File: src/rtl/core/idst_pkg.sv
// Package for the controller id and slot table.
// Holds table sizes, the request kind codes, the controller states and the
// command and status structs. It depends on nothing else.
`timescale 1ns / 1ps

package idst_pkg;

    localparam int ENTRIES    = 8;
    localparam int STAMP_BITS = 16;
    localparam int IDX_BITS   = $clog2(ENTRIES);

    localparam logic [7:0] FAILURE_CODE_RESET = 8'hFF;

    typedef enum logic [1:0] {
        KIND_DEV_BY_CTRL  = 2'd0,
        KIND_SLOT_BY_DEV  = 2'd1,
        KIND_RECORD_DEV   = 2'd2,
        KIND_ASSIGN_CTRL  = 2'd3
    } kind_t;

    typedef enum logic [1:0] {
        ST_IDLE,
        ST_EVAL,
        ST_SCAN,
        ST_COMMIT
    } state_t;

    typedef struct packed {
        logic load;
        logic scan_start;
        logic scan_step;
        logic commit;
    } cmd_t;

    typedef struct packed {
        logic need_scan;
        logic scan_last;
        logic out_busy;
    } status_t;

endpackage

File: src/rtl/core/idst_ctrl.sv
// Controller state machine for the controller id and slot table.
// Sequences capture, evaluation, the oldest-stamp scan and the commit.
// Depends on idst_pkg.
`timescale 1ns / 1ps

module idst_ctrl (
    input  logic              aclk,
    input  logic              aresetn,
    input  logic              s_valid,
    output logic              s_ready,
    input  idst_pkg::status_t status,
    output idst_pkg::cmd_t    cmd
);

    idst_pkg::state_t state_reg;
    idst_pkg::state_t state_next;

    always_ff @(posedge aclk) begin
        if (!aresetn) begin
            state_reg <= idst_pkg::ST_IDLE;
        end else begin
            state_reg <= state_next;
        end
    end

    always_comb begin
        state_next = state_reg;
        case (state_reg)
            idst_pkg::ST_IDLE: begin
                if (s_valid) begin
                    state_next = idst_pkg::ST_EVAL;
                end
            end
            idst_pkg::ST_EVAL: begin
                if (status.need_scan) begin
                    state_next = idst_pkg::ST_SCAN;
                end else if (!status.out_busy) begin
                    state_next = idst_pkg::ST_IDLE;
                end
            end
            idst_pkg::ST_SCAN: begin
                if (status.scan_last) begin
                    state_next = idst_pkg::ST_COMMIT;
                end
            end
            idst_pkg::ST_COMMIT: begin
                if (!status.out_busy) begin
                    state_next = idst_pkg::ST_IDLE;
                end
            end
            default: begin
                state_next = idst_pkg::ST_IDLE;
            end
        endcase
    end

    always_comb begin
        s_ready        = 1'b0;
        cmd.load       = 1'b0;
        cmd.scan_start = 1'b0;
        cmd.scan_step  = 1'b0;
        cmd.commit     = 1'b0;
        case (state_reg)
            idst_pkg::ST_IDLE: begin
                s_ready  = 1'b1;
                cmd.load = s_valid;
            end
            idst_pkg::ST_EVAL: begin
                cmd.scan_start = status.need_scan;
                cmd.commit     = !status.need_scan && !status.out_busy;
            end
            idst_pkg::ST_SCAN: begin
                cmd.scan_step = 1'b1;
            end
            idst_pkg::ST_COMMIT: begin
                cmd.commit = !status.out_busy;
            end
            default: begin
                s_ready = 1'b0;
            end
        endcase
    end

endmodule

File: src/rtl/core/idst_datapath.sv
// Datapath for the controller id and slot table.
// Holds the table, stamp counter, failure code, scan registers and the
// output register. Depends on idst_pkg.
`timescale 1ns / 1ps

module idst_datapath (
    input  logic              aclk,
    input  logic              aresetn,
    input  logic [1:0]        s_kind,
    input  logic [7:0]        s_key_number,
    input  logic [7:0]        s_slot_value,
    output logic [7:0]        m_result_value,
    output logic              m_hit,
    output logic              m_valid,
    input  logic              m_ready,
    input  logic              cfg_valid,
    input  logic [7:0]        cfg_data,
    input  idst_pkg::cmd_t    cmd,
    output idst_pkg::status_t status
);

    localparam int N  = idst_pkg::ENTRIES;
    localparam int IB = idst_pkg::IDX_BITS;
    localparam int SB = idst_pkg::STAMP_BITS;

    logic [7:0]    ctrl_reg   [N];
    logic [7:0]    dev_reg    [N];
    logic [7:0]    slot_reg   [N];
    logic [SB-1:0] stamp_reg  [N];
    logic [N-1:0]  filled_reg;
    logic [SB-1:0] counter_reg;
    logic [7:0]    fail_reg;

    idst_pkg::kind_t req_kind_reg;
    logic [7:0]      req_key_reg;
    logic [7:0]      req_slot_reg;

    logic [IB-1:0] ptr_reg;
    logic [IB-1:0] best_idx_reg;
    logic [SB-1:0] best_reg;

    logic [7:0] out_value_reg;
    logic       out_hit_reg;
    logic       out_valid_reg;

    logic [N-1:0]  ctrl_match;
    logic [N-1:0]  dev_match;
    logic [N-1:0]  rec_match;
    logic          ctrl_found;
    logic          dev_found;
    logic          rec_found;
    logic          unf_found;
    logic [IB-1:0] ctrl_idx;
    logic [IB-1:0] dev_idx;
    logic [IB-1:0] rec_idx;
    logic [IB-1:0] unf_idx;
    logic [IB-1:0] wr_idx;
    logic [7:0]    value_next;
    logic          hit_next;

    always_comb begin
        ctrl_found = 1'b0;
        dev_found  = 1'b0;
        rec_found  = 1'b0;
        unf_found  = 1'b0;
        ctrl_idx   = '0;
        dev_idx    = '0;
        rec_idx    = '0;
        unf_idx    = '0;
        for (int i = N - 1; i >= 0; i--) begin
            ctrl_match[i] = (ctrl_reg[i] == req_key_reg);
            dev_match[i]  = (dev_reg[i] == req_key_reg);
            rec_match[i]  = dev_match[i] && !filled_reg[i];
            if (ctrl_match[i]) begin
                ctrl_found = 1'b1;
                ctrl_idx   = IB'(i);
            end
            if (dev_match[i]) begin
                dev_found = 1'b1;
                dev_idx   = IB'(i);
            end
            if (rec_match[i]) begin
                rec_found = 1'b1;
                rec_idx   = IB'(i);
            end
            if (!filled_reg[i]) begin
                unf_found = 1'b1;
                unf_idx   = IB'(i);
            end
        end
    end

    always_comb begin
        if (rec_found) begin
            wr_idx = rec_idx;
        end else if (unf_found) begin
            wr_idx = unf_idx;
        end else begin
            wr_idx = best_idx_reg;
        end
    end

    always_comb begin
        value_next = fail_reg;
        hit_next   = 1'b0;
        case (req_kind_reg)
            idst_pkg::KIND_DEV_BY_CTRL: begin
                if (ctrl_found) begin
                    value_next = dev_reg[ctrl_idx];
                    hit_next   = 1'b1;
                end
            end
            idst_pkg::KIND_SLOT_BY_DEV: begin
                if (dev_found) begin
                    value_next = slot_reg[dev_idx];
                    hit_next   = 1'b1;
                end
            end
            idst_pkg::KIND_RECORD_DEV: begin
                value_next = 8'(wr_idx);
                hit_next   = 1'b1;
            end
            idst_pkg::KIND_ASSIGN_CTRL: begin
                if (unf_found) begin
                    value_next = 8'(unf_idx);
                    hit_next   = 1'b1;
                end
            end
            default: begin
                hit_next = 1'b0;
            end
        endcase
    end

    assign status.need_scan = (req_kind_reg == idst_pkg::KIND_RECORD_DEV) &&
                              !rec_found && !unf_found;
    assign status.scan_last = (ptr_reg == IB'(N - 1));
    assign status.out_busy  = out_valid_reg && !m_ready;

    always_ff @(posedge aclk) begin
        if (!aresetn) begin
            for (int i = 0; i < N; i++) begin
                ctrl_reg[i]  <= '0;
                dev_reg[i]   <= '0;
                slot_reg[i]  <= '0;
                stamp_reg[i] <= '0;
            end
            filled_reg    <= '0;
            counter_reg   <= '0;
            fail_reg      <= idst_pkg::FAILURE_CODE_RESET;
            out_valid_reg <= 1'b0;
        end else begin
            if (cfg_valid) begin
                fail_reg <= cfg_data;
            end
            if (cmd.commit) begin
                if (req_kind_reg == idst_pkg::KIND_RECORD_DEV) begin
                    dev_reg[wr_idx]    <= req_key_reg;
                    slot_reg[wr_idx]   <= req_slot_reg;
                    stamp_reg[wr_idx]  <= counter_reg;
                    filled_reg[wr_idx] <= 1'b1;
                    counter_reg        <= counter_reg + 1'b1;
                end else if ((req_kind_reg == idst_pkg::KIND_ASSIGN_CTRL) && unf_found) begin
                    ctrl_reg[unf_idx] <= req_key_reg;
                end
            end
            if (cmd.commit) begin
                out_valid_reg <= 1'b1;
            end else if (m_ready) begin
                out_valid_reg <= 1'b0;
            end
        end
    end

    always_ff @(posedge aclk) begin
        if (cmd.load) begin
            req_kind_reg <= idst_pkg::kind_t'(s_kind);
            req_key_reg  <= s_key_number;
            req_slot_reg <= s_slot_value;
        end
        if (cmd.scan_start) begin
            best_reg     <= stamp_reg[0];
            best_idx_reg <= '0;
            ptr_reg      <= IB'(1);
        end else if (cmd.scan_step) begin
            if (stamp_reg[ptr_reg] < best_reg) begin
                best_reg     <= stamp_reg[ptr_reg];
                best_idx_reg <= ptr_reg;
            end
            ptr_reg <= ptr_reg + 1'b1;
        end
        if (cmd.commit) begin
            out_value_reg <= value_next;
            out_hit_reg   <= hit_next;
        end
    end

    assign m_result_value = out_value_reg;
    assign m_hit          = out_hit_reg;
    assign m_valid        = out_valid_reg;

endmodule

File: src/rtl/core/id_slot_table_oldest_replace.sv
// Top level of the controller id and slot table.
// Joins the controller state machine and the datapath.
// Depends on idst_pkg, idst_ctrl and idst_datapath.
`timescale 1ns / 1ps

// The s_ channel takes one request: s_kind, s_key_number and s_slot_value.
// Kind 0 looks up a device by controller number and kind 1 a slot by
// device number. Kind 2 records a device and slot, and kind 3 assigns a
// controller number to the first unfilled entry.
// The m_ channel returns one result per request: m_result_value and m_hit.
// The cfg channel writes the failure code returned on a miss and is always
// ready; the user must write it only while no request is in flight, as
// the block itself leaves this check to the user. A lookup, an assign, or
// a record that finds a free entry commits from the evaluate state and
// presents its result on m_valid from the output register. A record into
// a full table first scans the stamps one entry per cycle, then commits.
// A new request is taken only after the previous one has committed.
// A finished result waits in the output register while the next request is
// accepted and evaluated; that request only commits once the receiver takes
// the waiting result.
// A synchronous reset on aresetn clears the table, the stamp counter and
// the output valid flag, and sets the failure code to 255.
module id_slot_table_oldest_replace (
    input  logic       aclk,
    input  logic       aresetn,
    input  logic       s_valid,
    output logic       s_ready,
    input  logic [1:0] s_kind,
    input  logic [7:0] s_key_number,
    input  logic [7:0] s_slot_value,
    output logic       m_valid,
    input  logic       m_ready,
    output logic [7:0] m_result_value,
    output logic       m_hit,
    input  logic       cfg_valid,
    output logic       cfg_ready,
    input  logic [7:0] cfg_data
);

    idst_pkg::cmd_t    cmd;
    idst_pkg::status_t status;

    assign cfg_ready = 1'b1;

    idst_ctrl u_ctrl (
        .aclk    (aclk),
        .aresetn (aresetn),
        .s_valid (s_valid),
        .s_ready (s_ready),
        .status  (status),
        .cmd     (cmd)
    );

    idst_datapath u_datapath (
        .aclk           (aclk),
        .aresetn        (aresetn),
        .s_kind         (s_kind),
        .s_key_number   (s_key_number),
        .s_slot_value   (s_slot_value),
        .m_result_value (m_result_value),
        .m_hit          (m_hit),
        .m_valid        (m_valid),
        .m_ready        (m_ready),
        .cfg_valid      (cfg_valid),
        .cfg_data       (cfg_data),
        .cmd            (cmd),
        .status         (status)
    );

endmodule

File: config.mk
export PLATFORM = sky130hd
export DESIGN_NAME = id_slot_table_oldest_replace
export DESIGN_NICKNAME = d
export VERILOG_FILES = /design/src/rtl/core/idst_pkg.sv /design/src/rtl/core/idst_ctrl.sv /design/src/rtl/core/idst_datapath.sv /design/src/rtl/core/id_slot_table_oldest_replace.sv
export SDC_FILE = /design/constraint.sdc
export NUM_CORES = 1
export LEC_CHECK = 0
export ABC_AREA = 1
export BUFFER_PORTS_ARGS = -buffer_cell sky130_fd_sc_hd__buf_2
export CAP_MARGIN = 30
export CORE_ASPECT_RATIO = 1.1
export CORE_MARGIN = 1.5
export CORE_UTILIZATION = 57
export DETAILED_ROUTE_END_ITERATION = 12
export PLACE_DENSITY_LB_ADDON = 0.12
export SETUP_SLACK_MARGIN = 0.3
export SYNTH_ARGS = -nofsm -noshare
export SYNTH_HDL_FRONTEND = slang
export SYNTH_HIERARCHICAL = 1
export SYNTH_SLANG_ARGS = --single-unit
File: constraint.sdc
create_clock -name aclk -period 3.65 [get_ports aclk]
set_input_delay 0.73 -clock aclk [delete_from_list [all_inputs] [get_ports aclk]]
set_output_delay 0.73 -clock aclk [all_outputs]
set_load 0.01 [all_outputs]
==> impl_table.tex, run 1 <==
\begin{tabular}{lr}
\hline
Metric & Value \\
\hline
\multicolumn{2}{l}{\textbf{Pwr}} \\
\quad Net switching power & 2.69 mW \\
\quad Leakage Power & 8.94 nW \\
\quad Net switching share of the total power & 0.247 \\
\quad Clock share of power & 0.402 \\
\quad Internal power component & 8.19 mW \\
\quad Power Density & 489 mW/mm\^{}2 \\
\quad PnR Total Power & 10.9 mW \\
\quad Worst voltage drop across the vdd grid & 0.449 mV \\
\quad Gate power share & 0.107 \\
\quad Share of power burned in registers & 0.491 \\
\multicolumn{2}{l}{\textbf{STA}} \\
\quad Final clock period utilization by the worst path & 0.895 \\
\quad Minimum hold slack & 329 ps \\
\quad Unrepaired setup endpoints after global routing & yes \\
\quad Max frequency & 0.306 GHz \\
\quad Fin Clk Skew & 26.2 ps \\
\quad Time the worst path needs with I/O delays and setup & 3270 ps \\
\quad Post-route worst setup slack & 384 ps \\
\quad Total negative slack & 0 ps \\
\quad Worst-case headroom to the max-slew limit & 0.445 \\
\quad Final number of max-transition violations & 0 \\
\quad Finish-stage setup viols & 0 \\
\quad Worst Max-Slew Pin Slew & 830 ps \\
\quad Number of hold-slack violations in the final timing report & 0 \\
\multicolumn{2}{l}{\textbf{Worst hold path}} \\
\quad Path type of the worst min-delay path & primary input to flip-flop \\
\multicolumn{2}{l}{\textbf{Yosys}} \\
\quad Total of flip-flops plus latches after synthesis & 407 \\
\quad Area contributors post-synth & sky130\_fd\_sc\_hd\_\_edfxtp\_1, sky130\_fd\_sc\_hd\_\_nor2\_1, sky130\_fd\_sc\_hd\_\_nand2\_1 \\
\quad Syn Inst Count & 2180 \\
\quad Post-synth ARST share & 0 \\
\quad Warning count from the yosys run & 6 \\
\quad Post-synth EDFFs & 363 \\
\quad Average size of a mapped cell & 9.09 um\^{}2 \\
\quad Synth Flop Type & sky130\_fd\_sc\_hd\_\_edfxtp\_1 \\
\quad Netlist area before placement & 0.0198 mm\^{}2 \\
\quad Cell type with the largest total area after synthesis & sky130\_fd\_sc\_hd\_\_edfxtp\_1 \\
\quad Synth cell types & 45 \\
\quad Area share of the largest cell type after synthesis & 0.550 \\
\quad Portion of the post-synthesis area used by sequential elements & 0.595 \\
\quad Syn\_nets & 2229 \\
\multicolumn{2}{l}{\textbf{Global routing}} \\
\quad Antenna violations before repair & 0 \\
\quad Wire length of the first global-routing pass & 84700 um \\
\quad Largest net degree at the start of global routing & 53 \\
\quad GRT overflow & 0 \\
\quad Vias in the first global route & 15200 \\
\quad Total track usage & 0.312 \\
\multicolumn{2}{l}{\textbf{Routing}} \\
\quad Iteration-0 DRC count of the detailed router & 1698 \\
\quad Total wirelength of the detailed-routed design & 56600 um \\
\quad DRC violations left & 0 \\
\quad Post-DR vias/cell & 5.83 \\
\quad Count of antenna-violating nets left after detailed routing & 0 \\
\quad 1st-pass router iterations & 6 \\
\quad DR WL/cell & 20.9 um \\
\quad Overall via count from detail\_route & 15800 \\
\multicolumn{2}{l}{\textbf{Clock network}} \\
\quad TritonCTS clock tree & done \\
\quad Buffer cell driving the clock tree root & sky130\_fd\_sc\_hd\_\_clkbuf\_16 \\
\quad Clk slew on worst S/H paths & 60 ps \\
\quad Number of buffers created by CTS & 43 \\
\quad Clk Latency, worst-skew pair & 570 ps \\
\quad \# hold bufs at CTS & 0 \\
\quad Worst-case clock buffer depth & 3 \\
\quad \# H-tree levels & 2 \\
\quad CTS sink count & 407 \\
\multicolumn{2}{l}{\textbf{Layout}} \\
\quad Flip-flop count of the largest register after layout & 128 \\
\quad Non-filler cells in the finished layout & 2704 \\
\quad Net total in the final layout & 2282 \\
\quad Area growth from synthesis to layout & 12.3\% \\
\quad Antenna Diode Count & 0 \\
\quad Fraction of final layout cells sized beyond drive strength 1 & 0.115 \\
\multicolumn{2}{l}{\textbf{Floorplanning}} \\
\quad Die Y-Extent & 199 um \\
\quad Placement row count & 71 \\
\quad Starting density of the core & 0.579 \\
\quad Area enclosed by the die boundary & 0.0359 mm\^{}2 \\
\quad Die Width & 181 um \\
\quad Area of the core & 0.0342 mm\^{}2 \\
\quad \# IOs & 43 \\
\multicolumn{2}{l}{\textbf{Setup path}} \\
\quad Critical path's top delay family & simple AND/OR/NAND/NOR gates \\
\quad Worst-path fanout max & 10 \\
\quad Worst path slowest cell & sky130\_fd\_sc\_hd\_\_nand2\_1 \\
\quad Buffers \& Inverters on Critical Path & 3 \\
\quad Category of the critical setup timing path & flip-flop to flip-flop \\
\quad Critical Path End Type & flip-flop \\
\quad Element type at the critical path start & flip-flop \\
\quad WP data required & 3880 ps \\
\quad Cell-by-cell listing of the critical path & inv\_1, nor3\_1, buf\_4, nand2\_1, nor2\_1, a21oi\_1, buf\_4, nand2\_1, nor2\_1, nand2\_1, nor2\_1, nand2\_1, nand2\_1 \\
\quad Data arrival time of the critical path & 3490 ps \\
\quad CP dominant cell by count & sky130\_fd\_sc\_hd\_\_nand2\_1 \\
\quad Slowest Stage Delay on Critical Path & 370 ps \\
\multicolumn{2}{l}{\textbf{Placement}} \\
\quad Half-perimeter wire length of the detailed placement result & 35800 um \\
\quad Number of input and output port buffers inserted & 41 \\
\quad Placed insts & 2620 \\
\quad DP Worst Slack & 275 ps \\
\quad Weighted congestion reported at the end of routability-driven placement & 0.948 \\
\multicolumn{2}{l}{\textbf{Status}} \\
\quad Result of the run & finished, final reports clean \\
\multicolumn{2}{l}{\textbf{Job}} \\
\quad Max-cap viol count & 0 \\
\hline
\end{tabular}
[path summary, 6_finish.rpt]
path / from / to / slack (ps) / cells past startpoint
setup / recovery: u_datapath/filled_reg[3]$_SDFFE_PN0P_ / u_datapath/ctrl_reg[4][2]$_SDFFCE_PN0P_ / 380 / 13
hold / removal: s_kind[0] / u_datapath/req_kind_reg[0]$_DFFE_PP_ / 330 / 1
setup reg to reg: u_datapath/filled_reg[3]$_SDFFE_PN0P_ / u_datapath/ctrl_reg[4][2]$_SDFFCE_PN0P_ / 380 / 13
hold reg to reg: u_datapath/counter_reg[15]$_SDFFE_PN0P_ / u_datapath/counter_reg[15]$_SDFFE_PN0P_ / 470 / 1
[power groups by stage]
stage          Sequential, mW  Clock (mW)  Combinational (mW)
2_1_floorplan            5.41           0               0.735
3_3_place_gp             5.44           0                1.08
3_5_place_dp             5.44           0                1.10
4_1_cts                  5.34        4.43                1.11
5_1_grt                  5.36        4.58                1.28
6_report                 5.35        4.37                1.16
[area by class of cell]
class                      count  area [um^2]
fill                        2875        11900
sequential                   407        11800
multi-input combinational   1465         6830
clock buffer                  58         1180
timing repair buffer         121          951
inverter                     195          748
tap                          438          548
clock inverter                20          209
[cell usage in the layout, fill, tap and decap left out, drive strengths merged]
cell      instances
dfxtp            44
inv             189
o22ai            18
nand2           450
or2              21
o221ai            2
bufinv            4
nand4            21
a21oi            64
nor2            485
and2              1
xnor2            38
ha               18
buf             119
nand3b            8
clkinv           20
a21boi            2
nor4              3
o211ai           10
a211oi            2
clkinvlp          2
edfxtp          363
o21ai           129
nor3             17
xor2             15
conb              1
nand3           142
clkbuf           60
a31oi            17
o21a              1
[synthesized netlist by cell type (2+ instances only)]
cell	n
sky130_fd_sc_hd__clkinv_1	6
sky130_fd_sc_hd__buf_2	44
sky130_fd_sc_hd__inv_1	174
sky130_fd_sc_hd__o221ai_1	2
sky130_fd_sc_hd__clkbuf_1	51
sky130_fd_sc_hd__a21oi_1	64
sky130_fd_sc_hd__nor4_1	3
sky130_fd_sc_hd__buf_6	2
sky130_fd_sc_hd__a31oi_1	17
sky130_fd_sc_hd__nand3_1	140
sky130_fd_sc_hd__nor3_2	2
sky130_fd_sc_hd__or2_2	16
sky130_fd_sc_hd__ha_1	18
sky130_fd_sc_hd__xnor2_1	38
sky130_fd_sc_hd__nor3_1	14
sky130_fd_sc_hd__a211oi_1	2
sky130_fd_sc_hd__o21ai_1	5
sky130_fd_sc_hd__inv_2	14
sky130_fd_sc_hd__nand2_1	436
sky130_fd_sc_hd__nand4_1	20
sky130_fd_sc_hd__or2_0	3
sky130_fd_sc_hd__nand2_2	13
sky130_fd_sc_hd__buf_1	3
sky130_fd_sc_hd__nor2_1	481
sky130_fd_sc_hd__o21ai_0	124
sky130_fd_sc_hd__or2_1	2
sky130_fd_sc_hd__buf_4	13
sky130_fd_sc_hd__nor2_2	3
sky130_fd_sc_hd__nand3_2	2
sky130_fd_sc_hd__o22ai_1	18
sky130_fd_sc_hd__dfxtp_1	44
sky130_fd_sc_hd__nand3b_1	8
sky130_fd_sc_hd__edfxtp_1	363
sky130_fd_sc_hd__xor2_1	15
sky130_fd_sc_hd__o211ai_1	10
[cell families after synthesis]
family                   synth area share
AO/OA/AOI/OAI                      0.0665
XOR/XNOR                           0.0234
other                            0.000189
AND/OR/NAND/NOR                     0.239
adder cells (fa/ha/maj)            0.0114
flip-flops                          0.595
buffers and inverters              0.0645
[per-layer routing]
| layer | global-route usage | part of all wire |
|---|---|---|
| met5 | 0 | 0 |
| met4 | 0.130 | 0.033 |
| met3 | 0.0480 | 0.089 |
| met2 | 0.514 | 0.48 |
| met1 | 0.417 | 0.40 |
[what timing repair did]
action                                  CTS  global route
setup buffers                             0             4
resized for setup                         1            27
endpoints found under the setup margin    1           259
pin swaps                                 0             1
cloned                                    0             2
[per-stage QoR]
stage / utilization / instance area, um^2
3_3_place_gp: 0.605 / 20700
5_1_grt: 0.651 / 22300
6_report: 0.651 / 22300
4_1_cts: 0.646 / 22100
2_1_floorplan: - / 19800
3_5_place_dp: 0.605 / 20700
Power figures use the tool's default switching activity.
==> inputs of run 2 (changes only) <==
--- a/config.mk
+++ b/config.mk
@@ -5,7 +5,6 @@
 export SDC_FILE = /design/constraint.sdc
 export NUM_CORES = 1
 export LEC_CHECK = 0
-export ABC_AREA = 1
 export BUFFER_PORTS_ARGS = -buffer_cell sky130_fd_sc_hd__buf_2
 export CAP_MARGIN = 30
 export CORE_ASPECT_RATIO = 1.1
==> impl_table.tex, run 2 <==
\begin{tabular}{lr}
\hline
Metric & Value \\
\hline
\multicolumn{2}{l}{\textbf{Status}} \\
\quad Result of the run & finished, final reports clean \\
\multicolumn{2}{l}{\textbf{Pwr}} \\
\quad Share of power burned in registers & 0.507 (+0.016) \\
\quad Net switching share of the total power & 0.221 (-0.0267) \\
\quad Clock share of power & 0.424 (+0.022) \\
\quad Gate power share & 0.069 (-0.038) \\
\quad Net switching power & 2.32 mW (-14\%) \\
\quad Worst voltage drop across the vdd grid & 0.435 mV (-3.2\%) \\
\quad Leakage Power & 8.85 nW (-0.92\%) \\
\quad Internal power component & 8.20 mW (about the same) \\
\quad Power Density & 444 mW/mm\^{}2 (-9.2\%) \\
\multicolumn{2}{l}{\textbf{Placement}} \\
\quad Placed instance area & 0.0213 mm\^{}2 (+3.2\%) \\
\quad Weighted congestion reported at the end of routability-driven placement & 0.949 (about the same) \\
\quad DP Worst Slack & -78.4 ps (-354 ps) \\
\quad Placed insts & 2024 (-23\%) \\
\quad Half-perimeter wire length of the detailed placement result & 33500 um (-6.3\%) \\
\quad Number of input and output port buffers inserted & 41 (unchanged) \\
\multicolumn{2}{l}{\textbf{Yosys}} \\
\quad Cell with the most instances after synthesis & sky130\_fd\_sc\_hd\_\_edfxtp\_1 \\
\quad Synth Flop Type & sky130\_fd\_sc\_hd\_\_edfxtp\_1 \\
\quad Portion of the post-synthesis area used by sequential elements & 0.582 (-0.0130) \\
\quad Total of flip-flops plus latches after synthesis & 407 (unchanged) \\
\quad Post-synth ARST share & 0 (unchanged) \\
\quad Netlist area before placement & 0.0203 mm\^{}2 (+2.2\%) \\
\quad Synth top cells by count & sky130\_fd\_sc\_hd\_\_edfxtp\_1, sky130\_fd\_sc\_hd\_\_and2\_1, sky130\_fd\_sc\_hd\_\_xor2\_1 \\
\quad Area contributors post-synth & sky130\_fd\_sc\_hd\_\_edfxtp\_1, sky130\_fd\_sc\_hd\_\_and2\_1, sky130\_fd\_sc\_hd\_\_dfxtp\_1 \\
\quad Synth cell types & 83 (+84\%) \\
\quad Warning count from the yosys run & 6 (unchanged) \\
\quad Area share of the largest cell type after synthesis & 0.538 (-0.0120) \\
\quad Syn\_nets & 1606 (-28\%) \\
\quad Cell type with the largest total area after synthesis & sky130\_fd\_sc\_hd\_\_edfxtp\_1 \\
\quad Syn Inst Count & 1557 (-29\%) \\
\quad Post-synth EDFFs & 363 (unchanged) \\
\quad Average size of a mapped cell & 13.0 um\^{}2 (+43\%) \\
\multicolumn{2}{l}{\textbf{Floorplanning}} \\
\quad \# IOs & 43 (unchanged) \\
\quad Die Width & 183 um (+1.1\%) \\
\quad Area enclosed by the die boundary & 0.0367 mm\^{}2 (+2.2\%) \\
\quad Die Y-Extent & 201 um (+1.1\%) \\
\quad Area of the core & 0.0351 mm\^{}2 (+2.7\%) \\
\quad Placement row count & 72 (+1.4\%) \\
\quad Starting density of the core & 0.577 (-0.00277) \\
\multicolumn{2}{l}{\textbf{Worst hold path}} \\
\quad WHS Path Cells & 1 (unchanged) \\
\quad Path type of the worst min-delay path & primary input to flip-flop \\
\multicolumn{2}{l}{\textbf{Setup path}} \\
\quad Critical Path Stages & 13 (unchanged) \\
\quad Worst Reg-to-Reg Cells & 13 (unchanged) \\
\quad Buffers \& Inverters on Critical Path & 2 (-1) \\
\quad Cell-by-cell listing of the critical path & buf\_12, mux4\_2, mux2\_4, ha\_4, a21o\_1, a21o\_1, a21oi\_2, nor2b\_1, o21ai\_1, nand2b\_1, a311o\_1, nand2b\_4, clkbuf\_16 \\
\quad WP data required & 3920 ps (+40 ps) \\
\quad Critical Path End Type & flip-flop \\
\quad Worst-path fanout max & 7 (-3) \\
\quad Category of the critical setup timing path & flip-flop to flip-flop \\
\quad CP dominant cell by count & sky130\_fd\_sc\_hd\_\_a21o\_1 \\
\quad Data arrival time of the critical path & 3650 ps (+160 ps) \\
\quad Worst path slowest cell & sky130\_fd\_sc\_hd\_\_mux4\_2 \\
\quad Element type at the critical path start & flip-flop \\
\quad Critical path's top delay family & compound AO/OA/AOI/OAI gates \\
\quad Slowest Stage Delay on Critical Path & 500 ps (+130 ps) \\
\multicolumn{2}{l}{\textbf{Global routing}} \\
\quad Antenna violations before repair & 1 (+1) \\
\quad GRT overflow & 0 (unchanged) \\
\quad Total track usage & 0.281 (-0.0315) \\
\quad Largest net degree at the start of global routing & 33 (-38\%) \\
\quad Vias in the first global route & 12700 (-16\%) \\
\quad Wire length of the first global-routing pass & 76800 um (-9.3\%) \\
\multicolumn{2}{l}{\textbf{Routing}} \\
\quad Total wirelength of the detailed-routed design & 51800 um (-8.4\%) \\
\quad Iteration-0 DRC count of the detailed router & 1229 (-28\%) \\
\quad DR WL/cell & 24.2 um (+16\%) \\
\quad Count of antenna-violating nets left after detailed routing & 0 (unchanged) \\
\quad DRC violations left & 0 (unchanged) \\
\quad Post-DR vias/cell & 6.00 (+2.9\%) \\
\quad Overall via count from detail\_route & 12900 (-18\%) \\
\quad 1st-pass router iterations & 6 (unchanged) \\
\multicolumn{2}{l}{\textbf{Clock network}} \\
\quad \# H-tree levels & 2 (unchanged) \\
\quad Worst-case clock buffer depth & 3 (unchanged) \\
\quad TritonCTS clock tree & done \\
\quad Number of buffers created by CTS & 43 (unchanged) \\
\quad Buffer cell driving the clock tree root & sky130\_fd\_sc\_hd\_\_clkbuf\_16 \\
\quad Clk Latency, worst-skew pair & 550 ps (-20 ps) \\
\quad Clk slew on worst S/H paths & 60 ps (about the same) \\
\quad CTS sink count & 407 (unchanged) \\
\multicolumn{2}{l}{\textbf{STA}} \\
\quad Post-route worst setup slack & 266 ps (-118 ps) \\
\quad Unrepaired setup endpoints after global routing & yes \\
\quad Worst Max-Slew Pin Slew & 764 ps (-65.8 ps) \\
\quad Finish-stage setup viols & 0 (unchanged) \\
\quad Final number of max-transition violations & 0 (unchanged) \\
\quad Max frequency & 0.296 GHz (-3.5\%) \\
\quad Final clock period utilization by the worst path & 0.927 (+0.0323) \\
\quad Worst-case headroom to the max-slew limit & 0.489 (+0.0440) \\
\quad Number of hold-slack violations in the final timing report & 0 (unchanged) \\
\quad Fin Clk Skew & 24.6 ps (-1.56 ps) \\
\quad Time the worst path needs with I/O delays and setup & 3380 ps (+118 ps) \\
\multicolumn{2}{l}{\textbf{Job}} \\
\quad Max-cap viol count & 0 (unchanged) \\
\multicolumn{2}{l}{\textbf{Layout}} \\
\quad Area growth from synthesis to layout & 16.9\% \\
\quad Flip-flop count of the largest register after layout & 128 (unchanged) \\
\quad Antenna Diode Count & 0 (unchanged) \\
\quad Leading cell types in the layout, fill and taps excluded & sky130\_fd\_sc\_hd\_\_edfxtp\_1, sky130\_fd\_sc\_hd\_\_and2\_1, sky130\_fd\_sc\_hd\_\_buf\_4 \\
\quad Summed area of non-filler cells in the final layout & 0.0237 mm\^{}2 (+6.4\%) \\
\quad Net total in the final layout & 1713 (-25\%) \\
\quad Non-filler cells in the finished layout & 2142 (-21\%) \\
\quad Most common cell after layout, fill and taps aside & sky130\_fd\_sc\_hd\_\_edfxtp\_1 \\
\quad Fraction of final layout cells sized beyond drive strength 1 & 0.233 (+0.118) \\
\hline
\end{tabular}
-- run 2: cell types whose count changed in the layout (fill, tap and decap cells not counted), moves of 16 or more --
cell                      change
sky130_fd_sc_hd__mux2i_1     +43
sky130_fd_sc_hd__nand2_2     -16
sky130_fd_sc_hd__xnor2_1     +21
sky130_fd_sc_hd__mux4_2      +35
sky130_fd_sc_hd__buf_4       +22
sky130_fd_sc_hd__and2_1     +335
sky130_fd_sc_hd__nand3_1    -122
sky130_fd_sc_hd__o21ai_0    -102
sky130_fd_sc_hd__nand2_1    -370
sky130_fd_sc_hd__mux2_2      +27
sky130_fd_sc_hd__xor2_1      +66
sky130_fd_sc_hd__a21oi_1     -51
sky130_fd_sc_hd__inv_1      -142
sky130_fd_sc_hd__nor2_1     -440
-- run 2: area by class of cell --
class / instances / area (um^2)
Timing Repair Buffer: 167 / 1550
Sequential cell: 407 / 11800
Clock buffer: 62 / 1280
Multi-Input combinational cell: 1015 / 8210
Tap cell: 444 / 556
Fill cell: 2518 / 11500
Clock inverter: 17 / 176
Inverter: 30 / 113
-- run 2: per-layer routing --
metal	up-vias	share of wire	track usage
met5	-	0.00025	0
li1	5813	-	-
met3	120	0.072	0.0425
met2	512	0.48	0.458
met4	2	0.036	0.0986
met1	6406	0.41	0.386
-- run 2: power by group through the flow --
stage | Combinational (mW) | Sequential [mW] | Clock (mW)
floorplan | 0.434 | 5.40 | 0
global placement | 0.651 | 5.43 | 0
detailed placement | 0.660 | 5.43 | 0
CTS | 0.672 | 5.34 | 4.51
global route | 0.770 | 5.35 | 4.70
finish | 0.724 | 5.34 | 4.46
-- run 2: worst paths after layout --
path / startpoint / endpoint / slack, ps
setup / recovery: flip-flop / u_datapath/best_reg[9]$_DFFE_PP_ / 270
hold / removal: s_slot_value[3] / u_datapath/req_slot_reg[3]$_DFFE_PP_ / 350
setup reg to reg: flip-flop / u_datapath/best_reg[9]$_DFFE_PP_ / 270
hold reg to reg: u_datapath/fail_reg[3]$_SDFFE_PN1P_ / u_datapath/fail_reg[3]$_SDFFE_PN1P_ / 520
-- run 2: what timing repair did --
action                     CTS  global route
pin swaps                    1            25
resized for setup           16            76
buffers inserted             9            26
hold buffers                 0             0
gates cloned                 0             4
setup endpoints to repair   70           498
-- run 2: kinds of logic after synthesis --
logic type / synth area share
buffers and inverters: 0.0359
other: 0.000185
muxes: 0.0826
adders and majority gates: 0.0111
and+or+nand+nor: 0.174
AOI/OAI and AO/OA: 0.0539
DFF: 0.582
xor gates and xnor gates: 0.0605
-- run 2: metrics by stage --
| step | utilization | hold WS (ps) | power, mW | setup TNS [ps] |
|---|---|---|---|---|
| 6_report | 0.674 | 352 | 10.5 | 0 |
| 5_1_grt | 0.674 | 335 | 10.8 | 0 |
| 4_1_cts | 0.653 | 334 | 10.5 | 0 |
| 3_5_place_dp | 0.608 | 503 | 6.09 | -1330 |
| 3_3_place_gp | 0.608 | 493 | 6.08 | -902 |
| 2_1_floorplan | - | 455 | 5.83 | 0 |
-- run 2: worst register-to-register path, stage by stage (launching register included) --
cell and delay, ps:
sky130_fd_sc_hd__dfxtp_4 470, sky130_fd_sc_hd__buf_12 150, sky130_fd_sc_hd__mux4_2 500, sky130_fd_sc_hd__mux2_4 320, sky130_fd_sc_hd__ha_4 170, sky130_fd_sc_hd__a21o_1 170, sky130_fd_sc_hd__a21o_1 180, sky130_fd_sc_hd__a21oi_2 150
sky130_fd_sc_hd__nor2b_1 70, sky130_fd_sc_hd__o21ai_1 120, sky130_fd_sc_hd__nand2b_1 60, sky130_fd_sc_hd__a311o_1 410, sky130_fd_sc_hd__nand2b_4 150, sky130_fd_sc_hd__clkbuf_16 180
==> inputs of run 3 (changes only) <==
--- a/config.mk
+++ b/config.mk
@@ -15,5 +15,4 @@
 export SETUP_SLACK_MARGIN = 0.3
 export SYNTH_ARGS = -nofsm -noshare
 export SYNTH_HDL_FRONTEND = slang
-export SYNTH_HIERARCHICAL = 1
 export SYNTH_SLANG_ARGS = --single-unit
==> impl_table.tex, run 3 <==
\begin{tabular}{lr}
\hline
Metric & Value \\
\hline
\multicolumn{2}{l}{\textbf{Yosys}} \\
\quad Syn\_nets & 1617 (+0.68\%) \\
\quad Cell type with the largest total area after synthesis & sky130\_fd\_sc\_hd\_\_edfxtp\_1 \\
\quad Area contributors post-synth & sky130\_fd\_sc\_hd\_\_edfxtp\_1, sky130\_fd\_sc\_hd\_\_and2\_1, sky130\_fd\_sc\_hd\_\_dfxtp\_1 \\
\quad Synth cell types & 75 (-9.6\%) \\
\quad Post-synth EDFFs & 363 (unchanged) \\
\quad Synth Flop Type & sky130\_fd\_sc\_hd\_\_edfxtp\_1 \\
\quad Area share of the largest cell type after synthesis & 0.538 (about the same) \\
\quad Netlist area before placement & 0.0203 mm\^{}2 (about the same) \\
\quad Average size of a mapped cell & 12.9 um\^{}2 (-0.64\%) \\
\quad Total of flip-flops plus latches after synthesis & 407 (unchanged) \\
\quad Synth top cells by count & sky130\_fd\_sc\_hd\_\_edfxtp\_1, sky130\_fd\_sc\_hd\_\_and2\_1, sky130\_fd\_sc\_hd\_\_xor2\_1 \\
\quad Syn Inst Count & 1568 (+0.71\%) \\
\quad Post-synth ARST share & 0 (unchanged) \\
\quad Warning count from the yosys run & 0 (-6) \\
\quad Cell with the most instances after synthesis & sky130\_fd\_sc\_hd\_\_edfxtp\_1 \\
\quad Portion of the post-synthesis area used by sequential elements & 0.581 (about the same) \\
\multicolumn{2}{l}{\textbf{Layout}} \\
\quad Sequential standard cell area & 0.0118 mm\^{}2 (about the same) \\
\quad Antenna Diode Count & 0 (unchanged) \\
\quad Non-filler cells in the finished layout & 2170 (+1.3\%) \\
\quad Net total in the final layout & 1741 (+1.6\%) \\
\quad Most common cell after layout, fill and taps aside & sky130\_fd\_sc\_hd\_\_edfxtp\_1 \\
\quad Flip-flop count of the largest register after layout & 128 (unchanged) \\
\quad Area growth from synthesis to layout & 17.6\% \\
\quad Leading cell types in the layout, fill and taps excluded & sky130\_fd\_sc\_hd\_\_edfxtp\_1, sky130\_fd\_sc\_hd\_\_and2\_1, sky130\_fd\_sc\_hd\_\_buf\_4 \\
\quad Footprint of the multi-input gates & 0.00816 mm\^{}2 (-0.56\%) \\
\quad Filler Cells Inserted & 2527 (+0.36\%) \\
\quad Fraction of final layout cells sized beyond drive strength 1 & 0.242 (+0.00838) \\
\multicolumn{2}{l}{\textbf{Floorplanning}} \\
\quad Placement row count & 72 (unchanged) \\
\quad Area enclosed by the die boundary & 0.0367 mm\^{}2 (about the same) \\
\quad Die Width & 183 um (about the same) \\
\quad \# IOs & 43 (unchanged) \\
\quad Starting density of the core & 0.577 (about the same) \\
\quad Die Y-Extent & 201 um (about the same) \\
\quad Area of the core & 0.0351 mm\^{}2 (unchanged) \\
\multicolumn{2}{l}{\textbf{Clock network}} \\
\quad Clk Latency, worst-skew pair & 560 ps (about the same) \\
\quad Worst-case clock buffer depth & 3 (unchanged) \\
\quad Clk slew on worst S/H paths & 60 ps (about the same) \\
\quad CTS sink count & 407 (unchanged) \\
\quad TritonCTS clock tree & done \\
\quad Number of buffers created by CTS & 44 (+2.3\%) \\
\quad \# H-tree levels & 2 (unchanged) \\
\quad \# hold bufs at CTS & 0 (unchanged) \\
\quad Buffer cell driving the clock tree root & sky130\_fd\_sc\_hd\_\_clkbuf\_16 \\
\multicolumn{2}{l}{\textbf{STA}} \\
\quad Time the worst path needs with I/O delays and setup & 3360 ps (-28.5 ps) \\
\quad Total negative slack & 0 ps (unchanged) \\
\quad Number of hold-slack violations in the final timing report & 0 (unchanged) \\
\quad Minimum hold slack & 347 ps (-5.56 ps) \\
\quad Finish-stage setup viols & 0 (unchanged) \\
\quad Max frequency & 0.298 GHz (+0.85\%) \\
\quad Final number of max-transition violations & 0 (unchanged) \\
\quad Unrepaired setup endpoints after global routing & yes \\
\quad Fin Clk Skew & 25.3 ps (+0.733 ps) \\
\quad Worst-case headroom to the max-slew limit & 0.474 (-0.0143) \\
\quad Worst Max-Slew Pin Slew & 789 ps (+24.3 ps) \\
\quad Final clock period utilization by the worst path & 0.919 (-0.00782) \\
\multicolumn{2}{l}{\textbf{Setup path}} \\
\quad Cell-by-cell listing of the critical path & buf\_12, xnor2\_1, nand4\_1, or2\_1, o32a\_1, o32ai\_4, a31oi\_4, buf\_4, inv\_4, and3\_4, nand2b\_4, clkbuf\_16 \\
\quad Worst path slowest cell & sky130\_fd\_sc\_hd\_\_edfxtp\_1 \\
\quad Critical Path End Type & flip-flop \\
\quad Data arrival time of the critical path & 3620 ps (-30 ps) \\
\quad Element type at the critical path start & flip-flop \\
\quad Worst-path fanout max & 16 (+9) \\
\quad Slowest Stage Delay on Critical Path & 450 ps (-50 ps) \\
\quad WP data required & 3920 ps (about the same) \\
\quad Category of the critical setup timing path & flip-flop to flip-flop \\
\multicolumn{2}{l}{\textbf{Worst hold path}} \\
\quad Path type of the worst min-delay path & primary input to flip-flop \\
\multicolumn{2}{l}{\textbf{Global routing}} \\
\quad Total track usage & 0.284 (+0.00321) \\
\quad Antenna violations before repair & 0 (-1) \\
\quad Wire length of the first global-routing pass & 77600 um (+0.97\%) \\
\quad Largest net degree at the start of global routing & 52 (+58\%) \\
\quad Vias in the first global route & 13000 (+2.0\%) \\
\quad GRT overflow & 0 (unchanged) \\
\multicolumn{2}{l}{\textbf{Placement}} \\
\quad Weighted congestion reported at the end of routability-driven placement & 0.953 (+0.42\%) \\
\quad Placed insts & 2035 (+0.54\%) \\
\quad Half-perimeter wire length of the detailed placement result & 32800 um (-2.0\%) \\
\quad Number of input and output port buffers inserted & 41 (unchanged) \\
\multicolumn{2}{l}{\textbf{Routing}} \\
\quad Overall via count from detail\_route & 13100 (+1.9\%) \\
\quad Count of antenna-violating nets left after detailed routing & 0 (unchanged) \\
\quad Post-DR vias/cell & 6.04 (+0.58\%) \\
\quad Total wirelength of the detailed-routed design & 53600 um (+3.6\%) \\
\quad 1st-pass router iterations & 5 (-1) \\
\quad DRC violations left & 0 (unchanged) \\
\quad DR WL/cell & 24.7 um (+2.2\%) \\
\quad Iteration-0 DRC count of the detailed router & 1232 (+0.24\%) \\
\multicolumn{2}{l}{\textbf{Job}} \\
\quad Max-cap viol count & 0 (unchanged) \\
\multicolumn{2}{l}{\textbf{Pwr}} \\
\quad Leakage Power & 9.21 nW (+4.0\%) \\
\quad Power Density & 456 mW/mm\^{}2 (+2.6\%) \\
\quad Worst voltage drop across the vdd grid & 0.440 mV (+1.3\%) \\
\multicolumn{2}{l}{\textbf{Status}} \\
\quad Result of the run & finished, final reports clean \\
\hline
\end{tabular}
==> run 3: cell count changes after synthesis, moves of 7 or more <==
| cell | delta |
|---|---|
| sky130_fd_sc_hd__xnor2_1 | +7 |
| sky130_fd_sc_hd__o22ai_1 | -7 |
| sky130_fd_sc_hd__and2_1 | -61 |
| sky130_fd_sc_hd__mux2i_1 | +11 |
| sky130_fd_sc_hd__nor2_1 | +13 |
| sky130_fd_sc_hd__clkbuf_1 | +9 |
| sky130_fd_sc_hd__and3_1 | +64 |
| sky130_fd_sc_hd__inv_1 | -9 |
==> run 3: final timing paths <==
path | endpoint | slack, ps | cells after the start | start
min reg2reg | u_datapath.best_idx_reg[2]$_SDFFE_PP0P_ | 500 | 2 | u_datapath.ptr_reg[2]$_SDFFE_PP0P_
max | u_datapath.stamp_reg[7][6]$_SDFFCE_PN0P_ | 290 | 12 | u_datapath.req_key_reg[4]$_DFFE_PP_
max reg2reg | u_datapath.stamp_reg[7][6]$_SDFFCE_PN0P_ | 290 | 12 | u_datapath.req_key_reg[4]$_DFFE_PP_
min | u_datapath.req_kind_reg[1]$_DFFE_PP_ | 350 | 1 | s_kind[1]
==> run 3: routing by layer <==
| metal | global-route usage | wire [um] |
|---|---|---|
| met4 | 0.111 | 2080 |
| met3 | 0.0441 | 3860 |
| met5 | 0 | 0 |
| met1 | 0.382 | 21900 |
| met2 | 0.467 | 25800 |
==> run 3: cell type report <==
type | count | area share
Multi-Input combinational cell | 1025 | 0.342
Timing Repair Buffer | 192 | 0.0771
Clock inverter | 22 | 0.00950
Clock buffer | 58 | 0.0497
Tap cell | 444 | 0.0233
Inverter | 22 | 0.00357
Sequential cell | 407 | 0.494
==> run 3: through the flow <==
step | setup slack, ps | util | area [um^2] | power [mW]
6_report | 294 | 0.678 | 23800 | 10.9
5_1_grt | 199 | 0.678 | 23800 | 11.2
4_1_cts | 303 | 0.657 | 23100 | 10.8
3_5_place_dp | 107 | 0.611 | 21500 | 6.42
3_3_place_gp | 155 | 0.611 | 21500 | 6.40
2_1_floorplan | 311 | - | 20400 | 6.10
==> run 3: where the power goes <==
| part | internal [mW] | switching, mW | leakage (nW) |
|---|---|---|---|
| registers | 5.26 | 0.111 | 3.98 |
| logic | 0.523 | 0.592 | 4.54 |
| clock network | 2.58 | 1.81 | 0.685 |
| total | 8.36 | 2.52 | 9.21 |
==> run 3: logic make-up after synthesis <==
family | Yosys count | share of synthesized area
simple gates | 596 | 0.172
flops | 407 | 0.581
xor+xnor | 142 | 0.0614
compound gates | 136 | 0.0489
buf+inv | 136 | 0.0348
mux | 132 | 0.0900
fa+ha+maj | 18 | 0.0111
other cells | 1 | 0.000185
==> run 3: worst max-delay path, delay by kind of cell, from the launching register on <==
kind,cells,cell delay [ps]
compound gates,3,770
buf+inv,4,740
flops,1,450
xor+xnor,1,160
simple gates,4,950
==> run 3: repair_timing <==
action                                 CTS  global route
endpoints found under the hold margin    0             0
resized for setup                       20            59
setup endpoints to repair              395           433
gates cloned                             1             9
pin swaps                                7            33
setup buffers                           13            31
